**config.mk**
```make
export PLATFORM = sky130hd
export DESIGN_NAME = ovn2d_ctrl
export DESIGN_NICKNAME = d
export VERILOG_FILES = /design/src/rtl/ovn2d_pkg.sv /design/src/rtl/ovn2d_ctrl.sv
export SDC_FILE = /design/constraint.sdc
export NUM_CORES = 1
export LEC_CHECK = 0
export BUFFER_PORTS_ARGS = -buffer_cell sky130_fd_sc_hd__buf_2
export CORE_AREA = 5 5 42 44
export DETAILED_ROUTE_END_ITERATION = 12
export DIE_AREA = 0 0 47 49
export PLACE_DENSITY_LB_ADDON = 0.2
export SYNTH_ARGS = -nofsm -noshare
export SYNTH_HDL_FRONTEND = slang
export SYNTH_SLANG_ARGS = --single-unit
```
**constraint.sdc**
```tcl
create_clock -name i_clk -period 1.5 [get_ports i_clk]
set_clock_uncertainty 0.15 [all_clocks]
set_input_delay 0.3 -clock i_clk [delete_from_list [all_inputs] [get_ports i_clk]]
set_output_delay 0.3 -clock i_clk [all_outputs]
set_load 0.01 [all_outputs]
```
**src/rtl/ovn2d_pkg.sv**
```systemverilog
// shared types, constants and the prime table of the octave value noise block
// no dependencies; imported by the controller, the datapath and the top level
package ovn2d_pkg;

    localparam int DEF_MAX_OCTAVES = 8;
    localparam int PRIME_COUNT     = 36;
    localparam int PIDX_W          = 6;

    // configuration port
    localparam int CFG_IDX_W  = 2;
    localparam int CFG_DATA_W = 24;

    typedef enum logic [CFG_IDX_W-1:0] {
        CFG_SEED        = 2'd0,
        CFG_OCTAVES     = 2'd1,
        CFG_START_FREQ  = 2'd2,
        CFG_PERSISTENCE = 2'd3
    } t_cfg_idx;

    localparam logic [15:0] RST_SEED        = 16'd0;
    localparam logic [3:0]  RST_OCTAVES     = 4'd4;
    localparam logic [23:0] RST_START_FREQ  = 24'd65536;
    localparam logic [16:0] RST_PERSISTENCE = 17'd32768;
    localparam logic [16:0] UNITY_Q16       = 17'd65536;

    // seed / 36 as multiply by reciprocal, exact for 16-bit seeds
    localparam logic [15:0] MOD_RECIP = 16'd58255;
    localparam int          MOD_SHIFT = 21;

    // commands from controller to datapath, one per step
    typedef struct packed {
        logic load;
        logic modr;
        logic scale;
        logic mul1;
        logic mul2;
        logic mul3;
        logic weight;
        logic accum;
        logic finish;
    } t_cmd;

    // status from datapath to controller
    typedef struct packed {
        logic no_octaves;
        logic last_octave;
    } t_status;

    function automatic logic [31:0] prime_rom(input logic [PIDX_W-1:0] idx);
        logic [31:0] p;
        case (idx)
            6'd0:  p = 32'd10007;
            6'd1:  p = 32'd17839;
            6'd2:  p = 32'd20533;
            6'd3:  p = 32'd22093;
            6'd4:  p = 32'd22271;
            6'd5:  p = 32'd44257;
            6'd6:  p = 32'd55633;
            6'd7:  p = 32'd66931;
            6'd8:  p = 32'd84179;
            6'd9:  p = 32'd101723;
            6'd10: p = 32'd113723;
            6'd11: p = 32'd131707;
            6'd12: p = 32'd149867;
            6'd13: p = 32'd174617;
            6'd14: p = 32'd199399;
            6'd15: p = 32'd230653;
            6'd16: p = 32'd256181;
            6'd17: p = 32'd275461;
            6'd18: p = 32'd294979;
            6'd19: p = 32'd320627;
            6'd20: p = 32'd340127;
            6'd21: p = 32'd359581;
            6'd22: p = 32'd379649;
            6'd23: p = 32'd406183;
            6'd24: p = 32'd425989;
            6'd25: p = 32'd506101;
            6'd26: p = 32'd649007;
            6'd27: p = 32'd704023;
            6'd28: p = 32'd759557;
            6'd29: p = 32'd780163;
            6'd30: p = 32'd800693;
            6'd31: p = 32'd828601;
            6'd32: p = 32'd856789;
            6'd33: p = 32'd884497;
            6'd34: p = 32'd990851;
            6'd35: p = 32'd999931;
            default: p = 32'd10007;
        endcase
        return p;
    endfunction

endpackage

```
**src/rtl/ovn2d_ctrl.sv**
```systemverilog
// sequencer of the octave value noise block: one step of the datapath per state
// depends on ovn2d_pkg for the command and status structs
module ovn2d_ctrl (
    input  logic              i_clk,
    input  logic              i_rst_n,
    input  logic              i_start,
    input  ovn2d_pkg::t_status i_status,
    output ovn2d_pkg::t_cmd   o_cmd,
    output logic              o_busy
);
    import ovn2d_pkg::*;

    typedef enum logic [8:0] {
        ST_IDLE   = 9'b000000001,
        ST_MODR   = 9'b000000010,
        ST_SCALE  = 9'b000000100,
        ST_MUL1   = 9'b000001000,
        ST_MUL2   = 9'b000010000,
        ST_MUL3   = 9'b000100000,
        ST_WEIGHT = 9'b001000000,
        ST_ACCUM  = 9'b010000000,
        ST_FINISH = 9'b100000000
    } t_state;

    t_state r_state;
    t_state n_state;

    always_comb begin
        n_state = r_state;
        o_cmd   = '0;
        case (r_state)
            ST_IDLE: begin
                if (i_start) begin
                    o_cmd.load = 1'b1;
                    n_state    = ST_MODR;
                end
            end
            ST_MODR: begin
                o_cmd.modr = 1'b1;
                n_state    = i_status.no_octaves ? ST_FINISH : ST_SCALE;
            end
            ST_SCALE: begin
                o_cmd.scale = 1'b1;
                n_state     = ST_MUL1;
            end
            ST_MUL1: begin
                o_cmd.mul1 = 1'b1;
                n_state    = ST_MUL2;
            end
            ST_MUL2: begin
                o_cmd.mul2 = 1'b1;
                n_state    = ST_MUL3;
            end
            ST_MUL3: begin
                o_cmd.mul3 = 1'b1;
                n_state    = ST_WEIGHT;
            end
            ST_WEIGHT: begin
                o_cmd.weight = 1'b1;
                n_state      = ST_ACCUM;
            end
            ST_ACCUM: begin
                o_cmd.accum = 1'b1;
                n_state     = i_status.last_octave ? ST_FINISH : ST_SCALE;
            end
            ST_FINISH: begin
                o_cmd.finish = 1'b1;
                n_state      = ST_IDLE;
            end
            default: begin
                n_state = ST_IDLE;
            end
        endcase
    end

    always_ff @(posedge i_clk) begin
        if (!i_rst_n) begin
            r_state <= ST_IDLE;
        end else begin
            r_state <= n_state;
        end
    end

    assign o_busy = (r_state != ST_IDLE);

endmodule

```
# Word-level counts from Yosys, hierarchy flattened
# Cells that the tools add are included.
# word_totals
reg_bits,9
input_bits,5
word_cells,26
# op_classes
n_eq_ne,11
mux,14
# ops
operator,count
$pmux 9 s8,1
$mux 9,3
$mux 1,10
$eq 9x1->1 const B,1
$eq 9x2->1 const B,1
$eq 9x3->1 const B,1
$eq 9x4->1 const B,1
$eq 9x5->1 const B,1
$eq 9x6->1 const B,1
$eq 9x7->1 const B,1
$eq 9x8->1 const B,1
$eq 9x9->1 const B,1
$ne 9x1->1 const B,1
$ne 2x2->1 const B,1

# Logic depth before layout (Yosys ltp)
# Gate-level depths: netlist of the first run.
# depth
word_depth,2
depth_mapped,4
ltp_nobuf,4

# Worst setup path before layout of the first run
# OpenSTA, ideal clock, no wires.
# synth_path
path_kind,reg2out
from,reg r_state[7]
to,out o_cmd[6] (netlist bit)
arrival_ns,1.228
path_slack_ns,-0.178
stages_incl_launch_ff,4
cell_sequence,dfxtp_1 -> nor4_4 -> nand2b_1 -> nor4b_1
# synth_rtl
element,line_no,text
"start, declared",ovn2d_ctrl.sv:25,t_state r_state;
"start signal, assigned",ovn2d_ctrl.sv:80,r_state <= n_state;
"end, declared",ovn2d_ctrl.sv:8,"output ovn2d_pkg::t_cmd o_cmd,"

# Final worst setup path of the first run
# layout_path
from,reg r_state[6]
to,out o_busy
# layout_via
elab_chain_cells,1
# layout_rtl
element,line_no,text
$ne 9x1->1,ovn2d_ctrl.sv:84,assign o_busy = (r_state != ST_IDLE);
"end, declared",ovn2d_ctrl.sv:9,output logic o_busy
# Every way passes these cells.

==> metrics.md, run 1 <==
| Metric | Value |
|---|---|
| Final layout net count | between 100 and 150 |
| Clock share of power | ~32% |
| Sw Pwr | ~0.17 mW |
| Switching Fraction | between 20% and 30% |
| Die width | ~47 microns |
| Least-Margin Pin Slew | 0.314 ns |
| Minimum clock period | ~2 ns |
| Clock transition at path regs | approximately 0.07 ns |
| Total Wirelength | approximately 1.8 mm |
| Maximum vdd ir drop | roughly 0.59 mV |
| Synthesized Nets | 64 |
| Sequential power share | 41.2% |
| Total track usage | between 15 and 20% |
| Synth Flop Type | dfxtp_1 |
| Register name with the most flops | r_state |
| Global placer's final weighted congestion | between 0.7 and 0.8 |
| PortBufs | 14 |
| CTS Buffer Depth | 2 |
| Pre-antenna DRT Iters | 4 |
| Area grow syn2layout | 93.5% |
| Largest net degree at the start of global routing | 7 |
| WL per Instance | 13.5 microns |
| Crit-path max FO | 4 |
| Ys async rst share | 0% |
| Final setup viols | 16 |
| Clk sinks | 9 |
| Synthesized area | between 500 and 600 sq um |
| CTS tree | built |
| Failing checks | setup timing |
| Hold Path Class | in2reg |
| Outcome | complete, but fails checks |
| Setup crit end kind | output port |
| Share of cells above drive strength 1 | around two thirds |
| R2R Path Start | r_state[6] |
| Core ar. | between 1000 and 1500 sq um |
| Number of global-route vias before repair | approximately 660 |
| Global-route wire length before repair | roughly 2.9 mm |
| Critical Path AT | about 1.5 ns |
| Antenna violations before repair | 0 |
| Dpl hpwl | around 1.1 mm |
| Initial Utilization | about two fifths |
| RSZ-0062 raised after global routing | yes |
| # IOs | 15 |
| Required time of the worst setup path | between 1 and 1.5 ns |
| DRC violations left | 0 |
| Clock latency on the worst-skew pair | 0.27 ns |
| Crit. Startpoint | r_state[6] |
| Hold_ws | about 0.16 ns |
| Worst Hold Path Cells | 3 |
| Number of core rows | 14 |
| Setup_tns | -5.79 ns |
| Worst setup slack after layout | -0.460 ns |
| Num CTS Buffers | 3 |
| Die height | between 40 and 50 microns |
| Slew Limit Headroom | between 70% and 80% |
| Fmax | between 500 and 600 MHz |
| Int Pwr | around 0.43 mW |
| Combinational power share | 26.6% |
| EDFF count, synth | 0 |
| CP Launch Type | register |
| Tcrit/Tclk final | 131% |
| Max-slew violations | 0 |
| Unique cell type count in the Yosys netlist | 27 |
| Antenna Nets Post-Route | 0 |
| Final Hold Fails | 0 |
| Number of diodes | 0 |
| Worst R2R Path Depth | 7 |
| CTS HTree Levels | 1 |
| Mapped Avg Cell Area | 9.14 sq um |
| Top Registers | r_state x9 |
| Max reg flops | 9 |
| Seq cells post-synth | 9 |
| Worst hold start | i_status[0] |
| Via count | approximately 660 |
| Hold_buf cts | 0 |
| Register area share after synthesis | 33.4% |
| Critical path class | reg2out |
| Die area | between 2000 and 2500 sq um |
| PwrDens | between 500 and 600 nW/um^2 |
| Synthesis Warnings | 0 |
| Max_cap viols | 0 |
| Root Driver | clkbuf_4 |
| Leakage power figure | about 0.55 nW |
| Overflow after GRT | 0 |
| Initial DRC Count | 10 |
| Vias/cell | between 5 and 6 |
| Syn Inst Count | 59 |
[cells in the mapped netlist, types with 2 or more instances]
| library cell | instances | share of area, % |
|---|---|---|
| a21oi_1 | 2 | 1.9 |
| and4b_1 | 4 | 7.4 |
| dfxtp_1 | 9 | 33 |
| inv_1 | 3 | 2.1 |
| nand2_1 | 3 | 2.1 |
| nand2b_1 | 2 | 2.3 |
| nand3b_1 | 2 | 2.8 |
| nor2_1 | 9 | 6.3 |
| nor2b_1 | 3 | 3.5 |
| nor4_4 | 2 | 7.9 |
| nor4b_1 | 2 | 3.2 |
| o211a_1 | 2 | 3.7 |
| xor2_1 | 2 | 3.2 |
[path summary, 6_finish.rpt]
path | slack (ns) | to
max | -0.46 | o_busy
min | 0.16 | r_state[8]
max reg2reg | -0.33 | r_state[0]
min reg2reg | 0.48 | r_state[8]
[cells by family (layout without fill, tap and decap cells)]
logic type                Yosys count  after routing  share of synthesized area, %
and+or+nand+nor                    36             36                          48.5
AOI/OAI and AO/OA                   9              9                          12.8
DFF                                 9              9                          33.4
buffers and inverters               3             58                          2.09
xor gates and xnor gates            2              2                          3.25
[metrics by stage]
step,setup slack (ns),area [sq um],instances,total power [mW],utilization (%)
2_1_floorplan,-0.0923,554,59,0.312,-
3_3_place_gp,-0.123,810,111,0.376,57.8
3_5_place_dp,-0.165,810,111,0.378,57.8
4_1_cts,-0.440,990,127,0.606,70.6
5_1_grt,-0.558,1040,130,0.631,74.5
6_report,-0.460,1040,130,0.599,74.5
[cell type report]
class | count | area, sq um
clock buffers | 4 | 26.3
repair buffers | 51 | 382
flip-flops and latches | 9 | 189
well taps | 16 | 20.0
inverters | 3 | 11.3
fillers | 105 | 358
multi-input cells | 47 | 415
[layout by cell type (no fill, tap or decap), types with 3 or more instances in the layout]
cell type  netlist  routed
buf_4            0      33
buf_2            0      11
nor2_1           9       7
buf_6            0       7
and4b_1          4       4
dfxtp_2          0       4
dfxtp_1          9       4
nor2b_1          3       3
clkbuf_4         0       3
[critical path: stages, from the launching register on]
cell      delay [ns]
dfxtp_4         0.36
nor4_4          0.29
buf_4           0.16
nand4b_1        0.15
buf_4           0.18
buf_6           0.11
[power groups by stage]
stage / Combinational [mW] / Sequential (mW) / Clock [mW]
global placement: 0.123 / 0.253 / 0
CTS: 0.163 / 0.247 / 0.196
finish: 0.159 / 0.247 / 0.193
floorplan: 0.0567 / 0.256 / 0
detailed placement: 0.125 / 0.253 / 0
global route: 0.173 / 0.247 / 0.210
[timing repair]
item,4_1_cts,5_1_grt
buffers inserted,15,6
gates resized for setup,15,9
endpoints found under the setup margin,15,18
pin swaps,15,10
[layer usage]
metal,track usage (%),share of wire (%),vias to the layer above
li1,-,-,327
met1,20.8,42,313
met2,27.1,52,13
met3,5.90,4.7,2
met4,5.53,1.1,0
met5,0,0,-
(Power assumes the default switching activity.)
==> run 2, diff against run 1 <==
==> constraint.sdc (replaced) <==
create_clock -name i_clk -period 1.5 [get_ports i_clk]
set_clock_uncertainty 0.15 [all_clocks]
set_input_delay 0.15 -clock i_clk [delete_from_list [all_inputs] [get_ports i_clk]]
set_output_delay 0.15 -clock i_clk [all_outputs]
set_load 0.01 [all_outputs]
==> run 2 against run 1 <==
Net effect: the flow still finishes with violations (setup timing); wire length increased by 3.1%; cell area decreased by 7.6%; worst hold slack got worse by 0.14 ns; power grew 2.2%; die area unchanged; maximum frequency increased by 6.8%; clock power about the same; final cell count decreased by 8.5%; clock-buffer cell count decreased by 1; sequential power about the same; critical path depth did not move; worst setup slack better by 0.13 ns; critical path type unchanged; critical endpoint is now o_cmd[5]; largest cell class unchanged; largest power group unchanged.
==> metrics.md, run 2 (synthesis results as in run 1) <==
| Metric | Value |
|---|---|
| CTS HTree Levels | 1 |
| Tcrit/Tclk final | 122% |
| Global-route wire length before repair | just under 3 mm |
| Fmax | between 500 and 600 MHz |
| Crit-path slowest cell | dfxtp_2 |
| Total track usage | 17.4% |
| Antenna Nets Post-Route | 0 |
| Leakage power figure | about 0.5 nW |
| Required time of the worst setup path | about 1.2 ns |
| Register name with the most flops | r_state |
| Final core occ | 68.8% |
| DRC violations left | 0 |
| CP Launch Type | register |
| Final Hold Fails | 0 |
| Worst setup slack after layout | -0.335 ns |
| Total Wirelength | between 1.5 and 2 mm |
| Failing checks | setup timing |
| Setup crit end kind | output port |
| CTS Buffer Depth | 2 |
| Commonest non-fill, non-tap cell in the layout | buf_4 |
| Maximum vdd ir drop | approximately 0.52 mV |
| Minimum clock period | 1.83 ns |
| Number of core rows | 14 |
| Crit-path max FO | 3 |
| Placed Instances | ~100 |
| PwrDens | ~630 nW/um^2 |
| Root Driver | clkbuf_4 |
| Fill cell count | between 100 and 150 |
| Least-Margin Pin Slew | approximately 0.33 ns |
| Initial DRC Count | 21 |
| Largest net degree at the start of global routing | 7 |
| Final layout net count | 109 |
| Clock transition at path regs | ~0.07 ns |
| Max-slew violations | 0 |
| Final setup viols | 17 |
| Slew Limit Headroom | 77.6% |
| Area grow syn2layout | 78.9% |
| CTS tree | built |
| RSZ-0062 raised after global routing | yes |
| Critical Path AT | ~1.5 ns |
| Top Registers | r_state x9 |
| PortBufs | 14 |
| Pre-CTS setup slack | -0.0674 ns |
| Critical-path cell list | nor4_4 > nand2b_1 > nor2_2 > and3b_1 > buf_2 |
| Hold Path Class | in2reg |
| Number of diodes | 0 |
| Vias/cell | about 5.4 |
| Setup_tns | -3.07 ns |
| Die area | 2300 sq um |
| Clock latency on the worst-skew pair | 0.26 ns |
| Worst R2R Path Depth | 6 |
| Register area | roughly 190 sq um |
| Global placer's final weighted congestion | just over 0.8 |
| Outcome | complete, but fails checks |
| Num CTS Buffers | 3 |
| Worst Hold Path Cells | 2 |
| Clk sinks | 9 |
| Antenna violations before repair | 0 |
| Die width | approximately 47 microns |
| # IOs | 15 |
| Die height | roughly 50 microns |
| Dpl hpwl | about 1.1 mm |
| Pre-antenna DRT Iters | 4 |
| Max reg flops | 9 |
| Overflow after GRT | 0 |
| Share of cells above drive strength 1 | 61.2% |
| WL per Instance | around 15 microns |
| Number of global-route vias before repair | 672 |
| Hold_ws | 0.0259 ns |
| Core ar. | 1400 sq um |
| Max_cap viols | 0 |
| Most frequent cells in the layout | buf_4 (18), buf_2 (11), buf_6 (10), nor2_1 (6), dfxtp_2 (5) |
| Critical Path Max Stage Delay | 0.34 ns |
| Initial Utilization | roughly 38% |
| Via count | 638 |
| Critical path class | reg2out |
| Multi-input gate area | roughly 400 sq um |
| Final non-filler cell total | between 100 and 150 |
[run 2: layout make-up]
cell class | count | share of cell area, %
tap | 16 | 2.08
clock buffer | 3 | 2.33
clock inverter | 1 | 0.519
multi-input combinational | 47 | 41.8
timing repair buffer | 40 | 32.4
sequential | 9 | 19.7
inverter | 3 | 1.17
[run 2: power breakdown]
group / internal [mW] / switching, mW
registers: 0.244 / 0.00431
clock network: 0.0985 / 0.0923
logic: 0.0947 / 0.0777
total: 0.437 / 0.174
[run 2: repair_timing]
item / 4_1_cts / 5_1_grt
pin swaps: 10 / 9
resized for setup: 18 / 10
buffers inserted: 11 / 2
endpoints found under the setup margin: 16 / 18
hold endpoints to repair: 1 / 0
hold buffers: 1 / 0
[run 2: worst paths after layout]
kind	slack [ns]	end	from
setup / recovery	-0.33	o_cmd[5]	r_state[4]
hold / removal	0.03	r_state[6]	i_rst_n
setup reg to reg	-0.16	r_state[0]	r_state[4]
hold reg to reg	0.50	r_state[8]	r_state[0]
[run 2: worst max-delay path: cells and delay by family, from the launching register on]
family,cells,cell delay [ns]
AND/OR/NAND/NOR,4,0.81
buffers and inverters,1,0.12
flip-flops,1,0.34
[run 2: routing by layer]
metal	track usage [%]	routed length (microns)
met5	0	0
met4	6.91	34
met3	4.80	61
met2	31.2	973
met1	17.9	737
[run 2: through the flow]
stage                     area, sq um  power [mW]
final                             965       0.612
after global routing              965       0.645
after CTS                         925       0.611
after detailed placement          751       0.365
after global placement            751       0.364
after floorplan                   548       0.310
